`src/hdl/scld_pkg.sv`:
```
// shared types, constants and event codes for the serial command line decoder
// no dependencies
package scld_pkg;

  // line geometry
  localparam int LINE_CHARS = 31;
  localparam int MAX_DIGITS = 15;
  localparam int CNT_W      = $clog2(LINE_CHARS + 1);
  localparam int DIG_W      = $clog2(MAX_DIGITS + 1);

  // character codes
  localparam logic [7:0] CH_CR    = 8'h0d;
  localparam logic [7:0] CH_LF    = 8'h0a;
  localparam logic [7:0] CH_NUL   = 8'h00;
  localparam logic [7:0] CH_ZERO  = 8'h30;
  localparam logic [7:0] CH_ONE   = 8'h31;
  localparam logic [7:0] CH_TWO   = 8'h32;
  localparam logic [7:0] CH_THREE = 8'h33;
  localparam logic [7:0] CH_FOUR  = 8'h34;
  localparam logic [7:0] CH_FIVE  = 8'h35;
  localparam logic [7:0] CH_NINE  = 8'h39;

  // event codes
  localparam logic [3:0] EV_SERVO_OK   = 4'd0;
  localparam logic [3:0] EV_SERVO_BUSY = 4'd1;
  localparam logic [3:0] EV_AUDIO_OK   = 4'd2;
  localparam logic [3:0] EV_AUDIO_BUSY = 4'd3;
  localparam logic [3:0] EV_PROMPT     = 4'd4;
  localparam logic [3:0] EV_LDO        = 4'd5;
  localparam logic [3:0] EV_LASER      = 4'd6;
  localparam logic [3:0] EV_FAN        = 4'd7;
  localparam logic [3:0] EV_POS_OK     = 4'd8;
  localparam logic [3:0] EV_POS_BUSY   = 4'd9;
  localparam logic [3:0] EV_INVALID    = 4'd10;
  localparam logic [3:0] EV_TOO_LONG   = 4'd11;
  localparam logic [3:0] EV_IGNORED    = 4'd12;

  // input transaction
  typedef struct packed {
    logic [7:0] rx_byte;
    logic       servo_busy;
    logic       audio_busy;
    logic       position_busy;
  } rx_item_t;

  // result transaction
  typedef struct packed {
    logic [3:0] event_res;
    logic [7:0] position;
    logic       ldo_level;
    logic       laser_level;
    logic       fan_level;
  } res_item_t;

endpackage

```
`src/hdl/serial_command_line_decoder.sv`:
```
// serial command line decoder: input register, line decode, result register
// each byte is held in the input register, and its result is loaded into the result register
// throughput: one byte per cycle while the result side is not stalled
// bytes that end nothing produce no result transaction
// reset (rst, synchronous): empty line, menu mode, ldo and laser off, fan flag set
// depends on scld_pkg, scld_line_proc, scld_out_reg
module serial_command_line_decoder (
  input  logic                clk,
  input  logic                rst,
  input  logic                rx_valid,
  output logic                rx_stall,
  input  scld_pkg::rx_item_t  rx_item,
  output logic                res_valid,
  input  logic                res_stall,
  output scld_pkg::res_item_t res_item
);
  import scld_pkg::*;

  logic      in_full, in_full_next;
  rx_item_t  in_data;
  logic      accept;
  logic      advance;
  logic      out_free;
  logic      has_res;
  res_item_t line_res;

  // input register handshake
  assign advance  = in_full && out_free;
  assign rx_stall = in_full && !out_free;
  assign accept   = rx_valid && !rx_stall;

  always_comb begin
    in_full_next = in_full;
    if (accept) begin
      in_full_next = 1'b1;
    end else if (advance) begin
      in_full_next = 1'b0;
    end
  end

  always_ff @(posedge clk) begin
    if (rst) begin
      in_full <= 1'b0;
    end else begin
      in_full <= in_full_next;
    end
  end

  always_ff @(posedge clk) begin
    if (accept) begin
      in_data <= rx_item;
    end
  end

  // line state and decode
  scld_line_proc u_line (
    .clk     (clk),
    .rst     (rst),
    .take    (advance),
    .item    (in_data),
    .has_res (has_res),
    .res     (line_res)
  );

  // result register
  scld_out_reg u_out (
    .clk       (clk),
    .rst       (rst),
    .load      (advance && has_res),
    .din       (line_res),
    .free      (out_free),
    .res_valid (res_valid),
    .res_stall (res_stall),
    .res_item  (res_item)
  );

endmodule

```
`src/hdl/scld_line_proc.sv`:
```
// line assembly state and command decode for one received byte
// depends on scld_pkg
module scld_line_proc (
  input  logic                clk,
  input  logic                rst,
  input  logic                take,
  input  scld_pkg::rx_item_t  item,
  output logic                has_res,
  output scld_pkg::res_item_t res
);
  import scld_pkg::*;

  logic [CNT_W-1:0] char_count, char_count_next;
  logic [CNT_W-1:0] visible_length, visible_length_next;
  logic [7:0]       first_char, first_char_next;
  logic [DIG_W-1:0] digit_count, digit_count_next;
  logic [7:0]       digit_value, digit_value_next;
  logic             numeric_mode, numeric_mode_next;
  logic             ldo_on, ldo_on_next;
  logic             laser_en, laser_en_next;
  logic             fan_flag, fan_flag_next;

  logic [7:0]       c;
  logic             is_eol;
  logic             is_digit;
  logic [CNT_W-1:0] vl_base;
  logic [DIG_W-1:0] dc_base;
  logic [7:0]       dv_base;
  logic [3:0]       ev;
  logic [7:0]       pos;

  assign c        = item.rx_byte;
  assign is_eol   = (c == CH_CR) || (c == CH_LF);
  assign is_digit = (c >= CH_ZERO) && (c <= CH_NINE);

  // a new line starts from cleared counters
  assign vl_base = (char_count == '0) ? '0 : visible_length;
  assign dc_base = (char_count == '0) ? '0 : digit_count;
  assign dv_base = (char_count == '0) ? 8'd0 : digit_value;

  // next state and result for the byte
  always_comb begin
    char_count_next     = char_count;
    visible_length_next = visible_length;
    first_char_next     = first_char;
    digit_count_next    = digit_count;
    digit_value_next    = digit_value;
    numeric_mode_next   = numeric_mode;
    ldo_on_next         = ldo_on;
    laser_en_next       = laser_en;
    fan_flag_next       = fan_flag;
    has_res             = 1'b0;
    ev                  = EV_IGNORED;
    pos                 = 8'd0;
    if (is_eol) begin
      if (char_count != '0) begin
        char_count_next = '0;
        has_res         = 1'b1;
        if (numeric_mode) begin
          numeric_mode_next = 1'b0;
          if (digit_count == '0) begin
            ev = EV_INVALID;
          end else begin
            ev  = item.position_busy ? EV_POS_BUSY : EV_POS_OK;
            pos = digit_value;
          end
        end else if (visible_length != CNT_W'(1)) begin
          ev = EV_IGNORED;
        end else begin
          unique case (first_char)
            CH_ONE:   ev = item.servo_busy ? EV_SERVO_BUSY : EV_SERVO_OK;
            CH_TWO:   ev = item.audio_busy ? EV_AUDIO_BUSY : EV_AUDIO_OK;
            CH_THREE: begin
              numeric_mode_next = 1'b1;
              ev                = EV_PROMPT;
            end
            CH_FOUR: begin
              ldo_on_next = ~ldo_on;
              ev          = EV_LDO;
            end
            CH_FIVE: begin
              laser_en_next = ~laser_en;
              ev            = EV_LASER;
            end
            CH_NINE: begin
              fan_flag_next = ~fan_flag;
              ev            = EV_FAN;
            end
            default: ev = EV_IGNORED;
          endcase
        end
      end
    end else if (char_count >= CNT_W'(LINE_CHARS)) begin
      char_count_next = '0;
      has_res         = 1'b1;
      ev              = EV_TOO_LONG;
    end else begin
      visible_length_next = vl_base;
      digit_count_next    = dc_base;
      digit_value_next    = dv_base;
      if (char_count == '0) begin
        first_char_next = c;
      end
      // only bytes before the first zero byte are visible
      if ((vl_base == char_count) && (c != CH_NUL)) begin
        visible_length_next = vl_base + CNT_W'(1);
        if (is_digit && (dc_base < DIG_W'(MAX_DIGITS))) begin
          digit_value_next = (dv_base << 3) + (dv_base << 1) + (c - CH_ZERO);
          digit_count_next = dc_base + DIG_W'(1);
        end
      end
      char_count_next = char_count + CNT_W'(1);
    end
  end

  // result fields carry levels after the update
  always_comb begin
    res.event_res   = ev;
    res.position    = pos;
    res.ldo_level   = ldo_on_next;
    res.laser_level = laser_en_next;
    res.fan_level   = ~fan_flag_next;
  end

  // state registers
  always_ff @(posedge clk) begin
    if (rst) begin
      char_count     <= '0;
      visible_length <= '0;
      first_char     <= 8'd0;
      digit_count    <= '0;
      digit_value    <= 8'd0;
      numeric_mode   <= 1'b0;
      ldo_on         <= 1'b0;
      laser_en       <= 1'b0;
      fan_flag       <= 1'b1;
    end else if (take) begin
      char_count     <= char_count_next;
      visible_length <= visible_length_next;
      first_char     <= first_char_next;
      digit_count    <= digit_count_next;
      digit_value    <= digit_value_next;
      numeric_mode   <= numeric_mode_next;
      ldo_on         <= ldo_on_next;
      laser_en       <= laser_en_next;
      fan_flag       <= fan_flag_next;
    end
  end

endmodule

```
`src/hdl/scld_out_reg.sv`:
```
// result register holding one transaction until the consumer takes it
// depends on scld_pkg
module scld_out_reg (
  input  logic                clk,
  input  logic                rst,
  input  logic                load,
  input  scld_pkg::res_item_t din,
  output logic                free,
  output logic                res_valid,
  input  logic                res_stall,
  output scld_pkg::res_item_t res_item
);
  import scld_pkg::*;

  logic      full, full_next;
  res_item_t data;

  // slot is free when empty or being drained this cycle
  assign free = !full || !res_stall;

  always_comb begin
    full_next = full;
    if (load) begin
      full_next = 1'b1;
    end else if (!res_stall) begin
      full_next = 1'b0;
    end
  end

  always_ff @(posedge clk) begin
    if (rst) begin
      full <= 1'b0;
    end else begin
      full <= full_next;
    end
  end

  always_ff @(posedge clk) begin
    if (load) begin
      data <= din;
    end
  end

  assign res_valid = full;
  assign res_item  = data;

endmodule

```
`config.mk`:
```
export PLATFORM = sky130hd
export DESIGN_NAME = serial_command_line_decoder
export DESIGN_NICKNAME = d
export VERILOG_FILES = /design/src/hdl/scld_pkg.sv /design/src/hdl/serial_command_line_decoder.sv /design/src/hdl/scld_line_proc.sv /design/src/hdl/scld_out_reg.sv
export SDC_FILE = /design/constraint.sdc
export NUM_CORES = 1
export LEC_CHECK = 0
export BUFFER_PORTS_ARGS = -buffer_cell sky130_fd_sc_hd__buf_2
export CORE_MARGIN = 2
export CORE_UTILIZATION = 50
export CTS_CLUSTER_DIAMETER = 30
export CTS_CLUSTER_SIZE = 40
export DETAILED_ROUTE_END_ITERATION = 16
export PLACE_DENSITY = 0.76
export SETUP_SLACK_MARGIN = 0.02
export SLEW_MARGIN = 20
export SYNTH_ARGS = -nofsm -noshare
export SYNTH_HDL_FRONTEND = slang
export SYNTH_SLANG_ARGS = --single-unit
```
`constraint.sdc`:
```
create_clock -name clk -period 4.1 [get_ports clk]
set_input_delay 0.82 -clock clk [delete_from_list [all_inputs] [get_ports clk]]
set_output_delay 0.82 -clock clk [all_outputs]
set_load 0.03 [all_outputs]
```
==> results of run 1 <==
==> area by class of cell <==
| type | count | area [um^2] |
|---|---|---|
| multi-input cells | 258 | 1800 |
| clock inverters | 2 | 33.8 |
| repair buffers | 34 | 178 |
| flip-flops and latches | 62 | 1500 |
| fillers | 602 | 2930 |
| inverters | 24 | 90.1 |
| well taps | 96 | 120 |
| clock buffers | 14 | 143 |
==> per-stage QoR <==
stage	hold WS (ps)	instance area (um^2)	util, %	total power [uW]
3_3_place_gp	446	3680	54.2	794
5_1_grt	479	3860	56.9	1340
2_1_floorplan	431	3510	-	771
4_1_cts	468	3860	56.8	1300
3_5_place_dp	459	3680	54.2	799
6_report	463	3860	56.9	1290
==> path summary, 6_finish.rpt <==
| check | from | to | slack (ps) | cells past startpoint |
|---|---|---|---|---|
| max | u_line.char_count[0]$_SDFFE_PP0P_ | u_line.digit_value[6]$_SDFFE_PP0P_ | 580 | 14 |
| min reg2reg | u_line.first_char[5]$_SDFFE_PP0P_ | u_line.first_char[5]$_SDFFE_PP0P_ | 460 | 2 |
| min | u_line.first_char[5]$_SDFFE_PP0P_ | u_line.first_char[5]$_SDFFE_PP0P_ | 460 | 2 |
| max reg2reg | u_line.char_count[0]$_SDFFE_PP0P_ | u_line.digit_value[6]$_SDFFE_PP0P_ | 580 | 14 |
==> synth_stat cells, types with 5 or more instances <==
cell / count
a211o_1: 5
fa_1: 5
nand3_1: 17
a31oi_1: 5
and2_1: 18
ha_1: 16
nor2b_1: 7
xnor2_1: 11
nand4_1: 7
nor2_1: 21
nand4b_1: 5
o21ai_0: 7
clkbuf_1: 11
inv_1: 24
nor4_1: 5
dfxtp_1: 36
xor2_1: 6
o211ai_1: 5
nand3b_1: 5
edfxtp_1: 26
nand2_1: 32
a21oi_1: 28
==> sequential cells by signal, indices dropped and copies added (netlist names) <==
signal / flops
in_full: 1
u_line.digit_count: 4
u_line.numeric_mode: 1
u_line.ldo_on: 1
u_line.visible_length: 5
u_out.res_valid: 1
in_data: 11
u_line.first_char: 8
u_out.res_item: 15
u_line.digit_value: 8
u_line.fan_flag: 1
u_line.laser_en: 1
u_line.char_count: 5
==> report_power, final <==
part           switching, uW  internal [uW]
sequential              19.6            658
combinational           64.3           44.7
clock                    225            280
==> worst register-to-register path, cell delays in order (launching register included) <==
cell and delay, ps:
dfxtp_1 380, inv_1 80, ha_1 200, or4b_4 600, nand2_1 160, ha_1 230
inv_1 70, fa_1 450, ha_1 320, a21o_1 170, a21oi_1 170, xnor2_1 140
nand2_1 70, mux2_2 280, a21oi_1 130
==> metal layers <==
metal	wire length (um)	vias to the layer above	GRT usage, %
met5	0	-	0
met4	142	0	9.65
met3	407	12	4.81
met2	3290	85	31.3
met1	3200	1279	26.1
li1	-	1339	-
==> cell families after synthesis <==
| family | count (synthesis) | share of synthesized area [%] |
|---|---|---|
| compound gates | 67 | 12.6 |
| flops | 62 | 42.8 |
| mux | 3 | 0.892 |
| simple gates | 150 | 24.8 |
| fa+ha+maj | 21 | 8.56 |
| xor+xnor | 17 | 4.24 |
| buf+inv | 44 | 6.10 |
==> impl_metrics.ini, run 1 <==
[critical_path]
required_ps = 4370
crit_path_start_kind = flop
cp.arrival_ps = 3790
cpLargestDelayFamily = adder cells
crit_chain = inv_1 > ha_1 > or4b_4 > nand2_1 > ha_1 > inv_1 > fa_1 > ha_1 > a21o_1 > a21oi_1 > xnor2_1 > nand2_1 > mux2_2 > a21oi_1
endpoint_kind = flop
crit_type = reg -> reg
cp_max_fo = 16
cp_common_cell = ha_1
max_stage_delay_ps = 600
cp.buffers_inverters = 2
cp_slowest_cell = or4b_4

[worst_hold_path]
worstHoldPathType = reg -> reg

[clock_tree]
worstSkewPairLatency_ps = 350
clockBufferDepth = 2
cts_buffers = 9
hold_buffers = 0
root_buffer = clkbuf_8
path_clk_slew_ps = 60
cts_max_level = 3
cts.repair.resized = 0
post-cts-setup-buffers = 0
clock-sinks = 62
cts_tree = yes

[detailed_routing]
avgRoutedWirePerCell_um = 14.4
routed_wirelength_mm = 7.04
vias_per_cell = 5.54
drc = 0
first_iter_violations = 183
drt-pass1-iter-count = 5
ant_nets = 0
vias = 2715

[synthesis]
ys_seq_elements = 62
synth_fp_nets = 400
synth_area_leaders = edfxtp_1, dfxtp_1, ha_1
synth.distinct_cells = 54
synth-seq-area-share_pct = 42.8
synth_cells = 364
synth_edf_count = 26
ys_dominant_reg_cell = dfxtp_1
synth_area_um2 = 3510
synth_top_cell_by_area = edfxtp_1
synth_area_per_cell_um2 = 9.64
yosys.area.top_type_share_pct = 22.3
ys.warnings.count = 0
async_reset_ff_share_pct = 0

[placement]
post-place-ws_ps = 321
hpwlAfterDp_mm = 4.95
dp_cells = 474
place_congestion = 0.852
io_buffers = 31

[final_layout]
layout_commonest_cell = dfxtp_1
syn_to_final_growth_pct = 10.1
final_cell_mix = dfxtp_1, nand2_1, buf_2, a21oi_1, edfxtp_1
drive_gt1_share_pct = 14.0
stdcell_count = 490
nNetsFinal = 425
antennaDiodeCount = 0

[timing]
clock.fmax_mhz = 284
rsz0062_at_grt = no
layout_setup_ws_ps = 576
min_period_ps = 3520
finalSetupTns_ps = 0
setup_violations = 0
maxSlewHeadroom_pct = 38.9
drv_slew = 0
hold_viol = 0
worst_pin_slew_ps = 915
post-route-period-util_pct = 86.0
fin_worst_skew_ps = 7.99

[status]
outcome = complete, no violations

[power_and_ir_drop]
powerDensity_nw_per_um2 = 334
p_leak_uw = 0.00148
vdd_drop_max_mv = 0.211

[floorplan]
initial_core_util_pct = 51.6
rows = 30
ios = 32
die_h_um = 87.8
fp.dieW_um = 87.8
core_um2 = 6790
dieArea_um2 = 7700

[global_route]
antenna_found_initial = 0
grt_max_degree = 45
overflow = 0
grt_pass1_vias = 2518
grt_first_pass_wirelength_mm = 11.8
grtUsageTotal_pct = 20.0

[run]
max_cap_viol_count = 0
Power figures use the tool's default switching activity.
==> inputs of run 2 (changes only) <==
--- a/config.mk
+++ b/config.mk
@@ -7,11 +7,11 @@
 export LEC_CHECK = 0
 export BUFFER_PORTS_ARGS = -buffer_cell sky130_fd_sc_hd__buf_2
 export CORE_MARGIN = 2
-export CORE_UTILIZATION = 50
+export CORE_UTILIZATION = 25
 export CTS_CLUSTER_DIAMETER = 30
 export CTS_CLUSTER_SIZE = 40
 export DETAILED_ROUTE_END_ITERATION = 16
-export PLACE_DENSITY = 0.76
+export PLACE_DENSITY = 0.47
 export SETUP_SLACK_MARGIN = 0.02
 export SLEW_MARGIN = 20
 export SYNTH_ARGS = -nofsm -noshare
==> impl_metrics.ini, run 2 (synthesis gave the netlist of run 1 again) <==
[timing]
setup_violations = 0
post-route-period-util_pct = 91.6
hold_viol = 0
maxSlewHeadroom_pct = 35.1
drv_slew = 0
layout_setup_ws_ps = 345
rsz0062_at_grt = no
clock.fmax_mhz = 266
worst_pin_slew_ps = 971
min_period_ps = 3760
finalSetupTns_ps = 0
fin_worst_skew_ps = 7.62

[global_route]
grt_first_pass_wirelength_mm = 13.1
antenna_found_initial = 0
grt_max_degree = 45
grt_pass1_vias = 2546
grtUsageTotal_pct = 11.4
overflow = 0

[critical_path]
crit_path_start_kind = flop
cp_max_fo = 16
crit_type = reg -> reg
cpLargestDelayFamily = adder cells
endpoint_kind = flop
cp_slowest_cell = or4b_2
cp.buffers_inverters = 4
required_ps = 4350
cp.arrival_ps = 4010
cp_common_cell = inv_1
crit_chain = inv_1 > ha_1 > or4b_2 > nand2_1 > fa_1 > inv_1 > ha_1 > ha_1 > inv_1 > fa_1 > inv_1 > a21o_1 > a21oi_1 > xnor2_1 > nand3_1 > a31oi_1
max_stage_delay_ps = 810

[power_and_ir_drop]
power.switching_uw = 362
clkPwrFrac_pct = 50.9
p_int_uw = 1250
p_sw_share_pct = 22.5
vdd_drop_max_mv = 0.154
seqPwrFrac_pct = 42.1
p_leak_uw = 0.00157
powerDensity_nw_per_um2 = 390
p_comb_share_pct = 7.0

[placement]
place_congestion = 0.793
dp_cells = 560
post-place-ws_ps = 349
hpwlAfterDp_mm = 5.79
io_buffers = 31

[final_layout]
syn_to_final_growth_pct = 17.7
stdcell_count = 576
antennaDiodeCount = 0
layout_commonest_cell = dfxtp_1
multi_input_area_um2 = 1790
final_cell_mix = dfxtp_1, nand2_1, buf_2, a21oi_1, edfxtp_1
nNetsFinal = 427
ff_latch_area_um2 = 1500
n_fill_cell = 1511
final_core_util_pct = 30.0
drive_gt1_share_pct = 15.7
largest_reg_flops = 15

[detailed_routing]
vias = 2641
drt-pass1-iter-count = 4
vias_per_cell = 4.59
avgRoutedWirePerCell_um = 13.7
ant_nets = 0
routed_wirelength_mm = 7.88
drc = 0
first_iter_violations = 127

[clock_tree]
hold_buffers = 0
post-cts-setup-buffers = 0
clockBufferDepth = 2
cts_max_level = 3
root_buffer = clkbuf_16
cts.repair.resized = 0
path_clk_slew_ps = 50
cts_tree = yes
clock-sinks = 62
worstSkewPairLatency_ps = 330
cts_buffers = 9

[floorplan]
core_um2 = 13800
die_h_um = 122
initial_core_util_pct = 25.5
rows = 43
ios = 32
dieArea_um2 = 15000
fp.dieW_um = 122

[status]
outcome = complete, no violations

[run]
max_cap_viol_count = 0

[worst_hold_path]
worstHoldPathType = reg -> reg
[run 2: layer usage]
metal | share of wire (%) | track usage (%) | vias up
met5 | 0 | 0 | -
met4 | 2.1 | 6.03 | 0
met3 | 1.4 | 1.67 | 12
met2 | 48 | 18.5 | 32
met1 | 49 | 14.6 | 1243
li1 | - | - | 1354
[run 2: power by group through the flow]
| stage | sequential (uW) | clock (uW) | combinational, uW |
|---|---|---|---|
| 2_1_floorplan | 683 | 0 | 88.3 |
| 3_3_place_gp | 691 | 0 | 112 |
| 3_5_place_dp | 692 | 0 | 113 |
| 4_1_cts | 678 | 840 | 114 |
| 5_1_grt | 681 | 868 | 128 |
| 6_report | 678 | 819 | 112 |
[run 2: area by class of cell]
class / count / area share [%]
Multi-Input combinational cell: 258 / 43.4
Sequential cell: 62 / 36.4
Clock buffer: 12 / 6.76
Tap cell: 180 / 5.45
Timing Repair Buffer: 36 / 4.67
Inverter: 24 / 2.18
Clock inverter: 4 / 1.15
[run 2: worst paths after layout]
path,startpoint,to,slack (ps),cells past startpoint
max,u_line.char_count[0]$_SDFFE_PP0P_,u_line.digit_value[7]$_SDFFE_PP0P_,340,16
min,u_line.first_char[4]$_SDFFE_PP0P_,u_line.first_char[4]$_SDFFE_PP0P_,450,2
max reg2reg,u_line.char_count[0]$_SDFFE_PP0P_,u_line.digit_value[7]$_SDFFE_PP0P_,340,16
min reg2reg,u_line.first_char[4]$_SDFFE_PP0P_,u_line.first_char[4]$_SDFFE_PP0P_,450,2
[run 2: worst register-to-register path: cells and delay by family, from the launching register on]
family | cells | cell delay (ps)
flip-flops | 1 | 380
AO/OA/AOI/OAI | 3 | 520
buffers and inverters | 4 | 260
XOR/XNOR | 1 | 140
adder cells (fa/ha/maj) | 5 | 1260
AND/OR/NAND/NOR | 3 | 1120
[run 2: stage by stage]
stage / area (um^2) / total power [uW] / hold WS, ps
after floorplan: 3510 / 771 / 431
after global placement: 3800 / 803 / 446
after detailed placement: 3800 / 805 / 447
after CTS: 4130 / 1630 / 454
after global routing: 4130 / 1680 / 480
final: 4130 / 1610 / 451
==> inputs of run 3 (changes only) <==
--- a/config.mk
+++ b/config.mk
@@ -12,6 +12,7 @@
 export CTS_CLUSTER_SIZE = 40
 export DETAILED_ROUTE_END_ITERATION = 16
 export PLACE_DENSITY = 0.47
+export REMOVE_ABC_BUFFERS = 1
 export SETUP_SLACK_MARGIN = 0.02
 export SLEW_MARGIN = 20
 export SYNTH_ARGS = -nofsm -noshare
==> impl_metrics.ini, run 3 (synthesis gave the netlist of run 1 again) <==
[clock_tree]
worstSkewPairLatency_ps = 330
path_clk_slew_ps = 50
cts_tree = yes
cts_max_level = 3
post-cts-setup-buffers = 0
root_buffer = clkbuf_16
clockBufferDepth = 2
clock-sinks = 62
hold_buffers = 0
cts_buffers = 9
cts.repair.resized = 0

[floorplan]
core_um2 = 13800
rows = 43
die_h_um = 122
fp.dieW_um = 122
ios = 32
dieArea_um2 = 15000
initial_core_util_pct = 25.5

[global_route]
grt_first_pass_wirelength_mm = 13.0
antenna_found_initial = 0
grtUsageTotal_pct = 11.3
grt_max_degree = 45
grt_pass1_vias = 2498
overflow = 0

[final_layout]
ff_latch_area_um2 = 1500
syn_to_final_growth_pct = 16.9
final_core_util_pct = 29.8
largest_reg_flops = 15
multi_input_area_um2 = 1790
layout_commonest_cell = dfxtp_1
drive_gt1_share_pct = 15.6
antennaDiodeCount = 0
final_cell_mix = dfxtp_1, nand2_1, buf_2, a21oi_1, edfxtp_1
nNetsFinal = 429
n_fill_cell = 1463

[timing]
clock.fmax_mhz = 265
post-route-period-util_pct = 92.1
rsz0062_at_grt = no
maxSlewHeadroom_pct = 37.4
hold_viol = 0
setup_violations = 0
fin_worst_skew_ps = 7.10
worst_hold_slack_ps = 456
drv_slew = 0
min_period_ps = 3770
worst_pin_slew_ps = 937
finalSetupTns_ps = 0

[detailed_routing]
ant_nets = 0
avgRoutedWirePerCell_um = 13.5
first_iter_violations = 135
vias_per_cell = 4.58
drc = 0
routed_wirelength_mm = 7.81
drt-pass1-iter-count = 4
vias = 2650

[run]
max_cap_viol_count = 0

[critical_path]
cp.arrival_ps = 4030
max_stage_delay_ps = 810
crit_chain = inv_1 > ha_1 > or4b_2 > nand2_1 > ha_1 > inv_1 > fa_1 > ha_1 > a21o_1 > a21oi_1 > xnor2_1 > nand2_1 > mux2_2 > a21oi_1
cpLargestDelayFamily = adder cells
crit_path_start_kind = flop
cp_common_cell = ha_1
crit_type = reg -> reg
required_ps = 4350
cp.buffers_inverters = 2
endpoint_kind = flop
cp_max_fo = 16
cp_slowest_cell = or4b_2

[placement]
place_congestion = 0.765
hpwlAfterDp_mm = 5.62
io_buffers = 31

[worst_hold_path]
worstHoldPathType = reg -> reg

[power_and_ir_drop]
p_leak_uw = 0.00155
vdd_drop_max_mv = 0.204
powerDensity_nw_per_um2 = 372

[status]
outcome = complete, no violations
## run 3: cell types whose count changed in the layout (fill, tap and decap cells not counted)
cell	previous run	this run
buf_4	5	7
clkbuf_1	1	3
clkbuf_16	11	9
clkinv_2	1	2
clkinvlp_4	0	1
inv_4	2	0
## run 3: area by class of cell
cell class / count / share of cell area [%]
Tap cell: 180 / 5.49
Sequential cell: 62 / 36.6
Clock inverter: 4 / 1.16
Clock buffer: 12 / 5.77
Multi-Input combinational cell: 258 / 43.7
Inverter: 24 / 2.20
Timing Repair Buffer: 38 / 5.06
## run 3: final timing paths
path                                        endpoint                              start  slack, ps  depth (start not counted)
hold reg to reg    u_line.first_char[4]$_SDFFE_PP0P_  u_line.first_char[4]$_SDFFE_PP0P_        460                          2
setup reg to reg  u_line.digit_value[6]$_SDFFE_PP0P_  u_line.char_count[0]$_SDFFE_PP0P_        330                         14
hold / removal     u_line.first_char[4]$_SDFFE_PP0P_  u_line.first_char[4]$_SDFFE_PP0P_        460                          2
setup / recovery  u_line.digit_value[6]$_SDFFE_PP0P_  u_line.char_count[0]$_SDFFE_PP0P_        330                         14
## run 3: metrics by stage
stage / power [uW] / std cells / setup slack (ps) / area, um^2
2_1_floorplan: 759 / 344 / 642 / 3380
3_3_place_gp: 803 / 562 / 417 / 3820
3_5_place_dp: 804 / 562 / 313 / 3820
4_1_cts: 1550 / 578 / 289 / 4100
5_1_grt: 1590 / 578 / 34.5 / 4100
6_report: 1530 / 578 / 325 / 4100
## run 3: routing by layer
metal	vias up	part of all wire, %	wire (um)	global-route usage [%]
met5	-	0	0	0
met1	1251	50	3920	15.4
met2	34	45	3490	16.8
li1	1357	-	-	-
met4	0	1.6	123	5.46
met3	8	3.5	272	2.74
## run 3: report_power, final
| group | leakage, uW | internal, uW | switching, uW |
|---|---|---|---|
| logic | 0.000901 | 45.7 | 66.2 |
| clock network | 0.000137 | 468 | 266 |
| registers | 0.000512 | 659 | 19.7 |
## run 3: tightest hold or removal path, cell delays in order, from the launching register on
cell	delay [ps]
dfxtp_1	310
nand2_1	50
a21oi_1	50
